<file path="config.mk">
export PLATFORM = sky130hd
export DESIGN_NAME = fragment_reassembly_tracker_core
export DESIGN_NICKNAME = d
export VERILOG_FILES = /design/src/rtl/frt_pkg.sv /design/src/rtl/frt_decide.sv /design/src/rtl/fragment_reassembly_tracker_core.sv
export SDC_FILE = /design/constraint.sdc
export NUM_CORES = 1
export LEC_CHECK = 0
export BUFFER_PORTS_ARGS = -buffer_cell sky130_fd_sc_hd__buf_2
export CORE_ASPECT_RATIO = 1.4
export CORE_MARGIN = 2
export CORE_UTILIZATION = 25
export CTS_BUF_LIST = sky130_fd_sc_hd__clkbuf_8
export DETAILED_ROUTE_END_ITERATION = 10
export GPL_TIMING_DRIVEN = 1
export SLEW_MARGIN = 15
export SYNTH_ARGS = -nofsm -noshare
export SYNTH_HDL_FRONTEND = slang
export SYNTH_HIERARCHICAL = 1
export SYNTH_SLANG_ARGS = --single-unit
</file>
<file path="constraint.sdc">
create_clock -name clk -period 19.8 [get_ports clk]
set_input_delay 3.96 -clock clk [delete_from_list [all_inputs] [get_ports clk]]
set_output_delay 3.96 -clock clk [all_outputs]
set_load 0.01 [all_outputs]
</file>
<file path="src/rtl/frt_pkg.sv">
// shared types and constants of the fragment reassembly tracker
`default_nettype none

package frt_pkg;

    localparam int LEN_BITS  = 32;
    localparam int ID_BITS   = 63;
    localparam int IDX_BITS  = 32;
    localparam int FLEN_BITS = 16;
    localparam int OUT_BITS  = 32;

    localparam logic CMD_FRAGMENT = 1'b0;
    localparam logic CMD_ABORT    = 1'b1;

    typedef enum logic [2:0] {
        ST_PARTIAL  = 3'd0,
        ST_COMPLETE = 3'd1,
        ST_IGNORED  = 3'd2,
        ST_PROTO    = 3'd3,
        ST_OVERFLOW = 3'd4
    } status_t;

    typedef struct packed {
        logic                 cmd;
        logic [ID_BITS-1:0]   action_id;
        logic [IDX_BITS-1:0]  frag_index;
        logic [LEN_BITS-1:0]  action_size;
        logic [FLEN_BITS-1:0] frag_length;
        logic                 is_local;
    } frag_item_t;

    typedef struct packed {
        status_t             status;
        logic [OUT_BITS-1:0] write_offset;
        logic [OUT_BITS-1:0] action_length;
        logic                alloc_request;
    } result_item_t;

    typedef struct packed {
        logic [LEN_BITS-1:0] bytes_received;
        logic [IDX_BITS-1:0] frag_counter;
        logic [ID_BITS-1:0]  current_action;
        logic [LEN_BITS-1:0] expected_size;
        logic                abort_mark;
    } trk_state_t;

endpackage

`default_nettype wire

</file>
<file path="src/rtl/frt_decide.sv">
// per-fragment decision logic: next tracker state and result
`default_nettype none

module frt_decide
    import frt_pkg::*;
(
    input  wire frag_item_t item,
    input  wire trk_state_t cur,
    output trk_state_t   nxt,
    output result_item_t res
);

    logic                busy;
    logic                id_match;
    logic [IDX_BITS-1:0] cnt_inc;
    logic                seq_ok;
    logic                restart_ok;
    logic                take;
    logic                alloc;
    trk_state_t          mid;
    logic [LEN_BITS:0]   sum;

    assign busy       = (cur.bytes_received != '0);
    assign id_match   = (cur.current_action == item.action_id);
    assign cnt_inc    = cur.frag_counter + IDX_BITS'(1);
    assign seq_ok     = id_match && (item.frag_index == cnt_inc);
    assign restart_ok = item.is_local && cur.abort_mark && id_match
                        && (item.frag_index == '0);

    // decide whether the fragment is taken and the state before byte accounting
    always_comb
    begin
        mid   = cur;
        take  = 1'b0;
        alloc = 1'b0;
        if (item.cmd == CMD_ABORT)
        begin
            mid.abort_mark = 1'b1;
        end
        else if (busy)
        begin
            if (seq_ok)
            begin
                take             = 1'b1;
                mid.frag_counter = cnt_inc;
            end
            else if (restart_ok)
            begin
                take               = 1'b1;
                mid.frag_counter   = '0;
                mid.bytes_received = '0;
                mid.abort_mark     = 1'b0;
                if (cur.expected_size != item.action_size)
                begin
                    mid.expected_size = item.action_size;
                    alloc             = 1'b1;
                end
            end
        end
        else if (item.frag_index == '0)
        begin
            take               = 1'b1;
            mid.expected_size  = item.action_size;
            mid.current_action = item.action_id;
            mid.abort_mark     = 1'b0;
            mid.frag_counter   = '0;
            alloc              = 1'b1;
        end
    end

    assign sum = {1'b0, mid.bytes_received}
               + {{(LEN_BITS + 1 - FLEN_BITS){1'b0}}, item.frag_length};

    // byte accounting and result
    always_comb
    begin
        nxt = cur;
        res = '{status: ST_PARTIAL, write_offset: '0, action_length: '0,
                alloc_request: 1'b0};
        if (item.cmd == CMD_ABORT)
        begin
            nxt        = mid;
            res.status = ST_IGNORED;
        end
        else if (!take)
        begin
            if (!busy && !item.is_local && cur.abort_mark)
                res.status = ST_IGNORED;
            else
                res.status = ST_PROTO;
        end
        else if (sum > {1'b0, mid.expected_size})
        begin
            nxt              = '0;
            res.status       = ST_OVERFLOW;
            res.write_offset = OUT_BITS'(mid.bytes_received);
        end
        else if (sum[LEN_BITS-1:0] == mid.expected_size)
        begin
            nxt               = '0;
            res.status        = ST_COMPLETE;
            res.write_offset  = OUT_BITS'(mid.bytes_received);
            res.action_length = OUT_BITS'(sum[LEN_BITS-1:0]);
            res.alloc_request = alloc;
        end
        else
        begin
            nxt                = mid;
            nxt.bytes_received = sum[LEN_BITS-1:0];
            res.status         = ST_PARTIAL;
            res.write_offset   = OUT_BITS'(mid.bytes_received);
            res.alloc_request  = alloc;
        end
    end

endmodule

`default_nettype wire

</file>
<file path="src/rtl/fragment_reassembly_tracker_core.sv">
// the result is registered from the held fragment once the result register can take it
// throughput: one fragment per cycle unless stalled, set by the single decision stage
// the tracker state is read and rewritten in that one stage, so consecutive fragments chain
// reset: rst_n low clears the tracker state and both valid flags at once, no clearing pass
// top level of the fragment reassembly tracker
`default_nettype none

module fragment_reassembly_tracker_core
    import frt_pkg::*;
(
    input  wire logic   clk,
    input  wire logic   rst_n,
    input  wire logic   frag_valid,
    output logic        frag_stall,
    input  wire frag_item_t frag,
    output logic        result_valid,
    input  wire logic   result_stall,
    output result_item_t result
);

    // input register: holds one accepted fragment transaction
    frag_item_t   item_reg;
    logic         item_valid_reg;

    // tracker state and result register
    trk_state_t   state_reg;
    trk_state_t   state_next;
    result_item_t result_reg;
    result_item_t result_next;
    logic         result_valid_reg;

    logic         frag_take;
    logic         fire;

    // the held item moves on whenever the result register is empty or being drained
    assign fire       = item_valid_reg && (!result_valid_reg || !result_stall);
    // stall only while the input register is full and cannot move on
    assign frag_stall = item_valid_reg && !fire;
    assign frag_take  = frag_valid && !frag_stall;

    // decision logic between the input register and the result register
    frt_decide u_decide
    (
        .item (item_reg),
        .cur  (state_reg),
        .nxt  (state_next),
        .res  (result_next)
    );

    // fragment payload, no reset needed
    always_ff @(posedge clk)
    begin
        if (frag_take)
            item_reg <= frag;
    end

    always_ff @(posedge clk or negedge rst_n)
    begin
        if (!rst_n)
            item_valid_reg <= 1'b0;
        else if (frag_take)
            item_valid_reg <= 1'b1;
        else if (fire)
            item_valid_reg <= 1'b0;
    end

    // tracker state advances exactly once per processed transaction
    always_ff @(posedge clk or negedge rst_n)
    begin
        if (!rst_n)
            state_reg <= '0;
        else if (fire)
            state_reg <= state_next;
    end

    // result payload
    always_ff @(posedge clk)
    begin
        if (fire)
            result_reg <= result_next;
    end

    always_ff @(posedge clk or negedge rst_n)
    begin
        if (!rst_n)
            result_valid_reg <= 1'b0;
        else if (fire)
            result_valid_reg <= 1'b1;
        else if (!result_stall)
            result_valid_reg <= 1'b0;
    end

    assign result_valid = result_valid_reg;
    assign result       = result_reg;

endmodule

`default_nettype wire

</file>
==> flow_summary.toml <==
[routing]
routed_wirelength_um = 65500
drcViolationCount = 14
wl_per_cell_um = 21.4
via_per_inst = 4.90
drt_first_iter_violations = 991
antenna_violating_nets_post_route = 0
vias = 15000
drtPass1Iterations = 8

[worst_setup_path]
cp.buffers_inverters = 4
critical_path.max_fanout = 63
critical_path_required_ns = 20.39
timing_worst_setup_path_type = "reg -> reg"
largest_incremental_delay_on_the_critical_path_ns = 0.67
startpoint_type = "flop"
critical_path_arrival_ns = 11.76
critPathTopFamily = "simple AND/OR/NAND/NOR gates"
setup.worst_path.end_class = "flop"
worst_path_max_delay_cell = "sky130_fd_sc_hd__dfrtp_1"
critical-path-top-cell-by-count = "sky130_fd_sc_hd__nand4_1"

[floorplanning]
initial_standard_cell_utilization_of_the_core = 0.252
floorplan.rows = 125
dieArea_mm2 = 0.0861
fp.coreArea_mm2 = 0.0830
num_io_pins = 219
die_boundary_height_um = 346
fp.dieW_um = 249

[logic_synthesis]
asyncSetResetFlopFracSynth = 0.432
syn-num-nets = 1894
synth-edff-count = 213
yosys_most_used_dff = "sky130_fd_sc_hd__edfxtp_1"
synth_seq_cells = 375
synthCells = 1695
yosys.cell_types.count = 88
yosys_warnings = 6
syn-cell-area_mm2 = 0.0209
yosysSeqAreaShare = 0.499
postSynthAreaPerCell_um2 = 12.4

[clock_network]
number_of_buffers_inserted_during_clock_tree_synthesis = 71
tritoncts = "done"
ctsResizeCount = 0
maximum_root_to_sink_buffer_count = 3
clock-sinks = 375
cts_root_buffer = "sky130_fd_sc_hd__clkbuf_8"
number_of_post_cts_setup_repair_buffers = 0
holdBufCountCts = 0
cts.reportedPaths.clkPinSlew_ns = 0.06
clk_latency_ns = 0.71
htreeDepth = 3

[power_and_ir_drop]
leakage_nw = 10.1
power-per-cell-area_mw_per_mm2 = 82.7
power.ir.vdd_worst_uv = 48.6

[cells_and_area]
layout_cell_share_with_drive_strength_beyond_1 = 0.283
syn2layout_area_growth_pct = 17.5
largest_register_ffs = 160
multi_input_comb_area_mm2 = 0.00976
postLayoutCoreUtil = 0.296
fillCellCount = 8403
seq_area_mm2 = 0.0105
fin_nets = 2117

[global_routing]
busiest_layer = "met2"
globalRouteMet3Util = 0.0225
globalRouteOverflowTotal = 0
number_of_antenna_violations_at_the_first_check_in_global_routing = 2
global_route_usage_over_all_layers = 0.150
use_met1 = 0.175
largest_net_degree_at_the_start_of_global_routing = 131
grt_pass1_vias = 15600
met2_usage = 0.268
grt_first_pass_wirelength_um = 98800

[sta]
worst_clock_skew_ns = 0.0552
slew_headroom = 0.249
final.period_utilization = 0.565
setup_slack_ns = 8.62
timing.fmax_mhz = 89.5
setup_tns_ns = 0
period_needed_ns = 11.18
final-max-slew-violation-count = 0
worst_slew_pin_slew_ns = 1.13
count_of_endpoints_failing_hold_in_the_final_timing_report = 0
grt_setup_unrepaired = "false"
setup_viol = 0

[place]
preCtsSetupSlack_ns = 8.88
place_hpwl_um = 46300
routabilityCongestion = 0.905
port-buffer-count = 218

[job]
timing.max_cap.violations = 0

[worst_hold_path]
timing.hold.worst.class = "reg -> reg"

[run_status]
outcome = "finished with violations"
violated_checks = "DRC"
-- layout make-up --
| cell class | instances | area share |
|---|---|---|
| Antenna cell | 1 | 0.000102 |
| Clock buffer | 82 | 0.0459 |
| Clock inverter | 49 | 0.0202 |
| Inverter | 33 | 0.00514 |
| Multi-Input combinational cell | 1198 | 0.397 |
| Sequential cell | 375 | 0.425 |
| Tap cell | 1079 | 0.0549 |
| Timing Repair Buffer | 239 | 0.0523 |
-- cell usage after synthesis, types with 7 or more instances --
library cell               instances  share of area
sky130_fd_sc_hd__nand4_1          35          0.010
sky130_fd_sc_hd__a21o_1            9         0.0032
sky130_fd_sc_hd__nor2_1           52         0.0093
sky130_fd_sc_hd__buf_2            37         0.0088
sky130_fd_sc_hd__mux2_2           73          0.039
sky130_fd_sc_hd__nand2_1          74          0.013
sky130_fd_sc_hd__o21a_1           12         0.0043
sky130_fd_sc_hd__ha_1             49          0.029
sky130_fd_sc_hd__mux2_4           89          0.064
sky130_fd_sc_hd__clkbuf_1         25         0.0045
sky130_fd_sc_hd__nand3_1          35         0.0084
sky130_fd_sc_hd__xnor2_1          72          0.030
sky130_fd_sc_hd__nand2b_1         14         0.0042
sky130_fd_sc_hd__edfxtp_1        213           0.31
sky130_fd_sc_hd__nor4_1           49          0.015
sky130_fd_sc_hd__o31ai_1           9         0.0032
sky130_fd_sc_hd__xor2_1           92          0.038
sky130_fd_sc_hd__nor2b_1          21         0.0063
sky130_fd_sc_hd__and2_1           54          0.016
sky130_fd_sc_hd__dfrtp_1         162           0.19
sky130_fd_sc_hd__nand4b_1          7         0.0029
sky130_fd_sc_hd__o211ai_1          8         0.0029
sky130_fd_sc_hd__buf_4            11         0.0039
sky130_fd_sc_hd__mux2i_1          39          0.019
sky130_fd_sc_hd__buf_12           10         0.0096
sky130_fd_sc_hd__nor3_2            9         0.0043
sky130_fd_sc_hd__a21oi_1          31         0.0074
sky130_fd_sc_hd__and3_1           21         0.0063
sky130_fd_sc_hd__o21ai_0          62          0.015
sky130_fd_sc_hd__a31oi_1          12         0.0036
sky130_fd_sc_hd__nor3_1           25         0.0060
sky130_fd_sc_hd__a22o_1          122          0.051
sky130_fd_sc_hd__and4_1           14         0.0059
sky130_fd_sc_hd__inv_1            32         0.0057
-- worst paths after layout --
kind,cells after the start,endpoint,slack [ns],startpoint
worst min register to register,1,result_valid$_DFFE_PN0P_,0.51,item_valid_reg$_DFFE_PN0P_
worst max-delay path,34,state_reg[58]$_DFFE_PN0P_,8.62,state_reg[102]$_DFFE_PN0P_
max in group asynchronous,2,item_valid_reg$_DFFE_PN0P_,15.22,rst_n
min in group asynchronous,1,state_reg[115]$_DFFE_PN0P_,3.20,rst_n
worst max register to register,34,state_reg[58]$_DFFE_PN0P_,8.62,state_reg[102]$_DFFE_PN0P_
worst min-delay path,1,result_valid$_DFFE_PN0P_,0.51,item_valid_reg$_DFFE_PN0P_
-- cell families after synthesis --
family / after synthesis / synth area share
multiplexers: 201 / 0.122
buffers and inverters: 122 / 0.0361
adder cells (fa/ha/maj): 50 / 0.0302
XOR/XNOR: 164 / 0.0686
AO/OA/AOI/OAI: 325 / 0.115
AND/OR/NAND/NOR: 458 / 0.129
flip-flops: 375 / 0.499
-- layer usage --
layer | vias up | wire [µm]
met5 | - | 0
met1 | 7479 | 26400
met4 | 0 | 2760
met2 | 468 | 33500
met3 | 139 | 2810
li1 | 6886 | -
-- power breakdown --
group / switching [mW] / internal [mW] / leakage, nW
Combinational: 0.184 / 0.0840 / 4.92
Sequential: 0.0251 / 0.867 / 4.33
Clock: 0.381 / 0.495 / 0.863
Total: 0.590 / 1.45 / 10.1
-- per-stage QoR --
step / area, µm² / total power [mW] / std cells / hold WS, ns
3_3_place_gp: 22900 / 1.17 / 2923 / 0.468
3_5_place_dp: 23000 / 1.18 / 2923 / 0.497
4_1_cts: 24600 / 2.07 / 3054 / 0.512
2_1_floorplan: 20900 / 1.08 / 1695 / 0.442
6_report: 24600 / 2.04 / 3056 / 0.507
5_1_grt: 24600 / 2.13 / 3056 / 0.534
-- placed cells by master (no fill, tap or decap), types with 7 or more instances in the layout --
cell	netlist	routed
sky130_fd_sc_hd__ha_1	49	49
sky130_fd_sc_hd__nand2_1	74	74
sky130_fd_sc_hd__and3_1	21	21
sky130_fd_sc_hd__o31ai_1	9	9
sky130_fd_sc_hd__buf_2	37	217
sky130_fd_sc_hd__xnor2_1	72	72
sky130_fd_sc_hd__inv_1	32	43
sky130_fd_sc_hd__nor4_1	49	49
sky130_fd_sc_hd__nor2b_1	21	21
sky130_fd_sc_hd__xor2_1	92	92
sky130_fd_sc_hd__o21ai_0	62	62
sky130_fd_sc_hd__and2_1	54	53
sky130_fd_sc_hd__a22o_1	122	122
sky130_fd_sc_hd__nor2_1	52	52
sky130_fd_sc_hd__mux2_2	73	73
sky130_fd_sc_hd__clkinv_2	0	10
sky130_fd_sc_hd__dfrtp_1	162	162
sky130_fd_sc_hd__nor3_1	25	24
sky130_fd_sc_hd__a21o_1	9	9
sky130_fd_sc_hd__o21a_1	12	12
sky130_fd_sc_hd__nand2b_1	14	14
sky130_fd_sc_hd__buf_4	11	19
sky130_fd_sc_hd__nor3_2	9	10
sky130_fd_sc_hd__mux2i_1	39	39
sky130_fd_sc_hd__edfxtp_1	213	213
sky130_fd_sc_hd__a21oi_1	31	31
sky130_fd_sc_hd__o211ai_1	8	8
sky130_fd_sc_hd__and4_1	14	14
sky130_fd_sc_hd__bufinv_16	0	8
sky130_fd_sc_hd__mux2_4	89	89
sky130_fd_sc_hd__nand4_1	35	35
sky130_fd_sc_hd__clkbuf_8	0	82
sky130_fd_sc_hd__a31oi_1	12	11
sky130_fd_sc_hd__clkinv_1	0	8
sky130_fd_sc_hd__nand4b_1	7	7
sky130_fd_sc_hd__nand3_1	35	35
No activity file was read; power rests on OpenSTA's default activity.
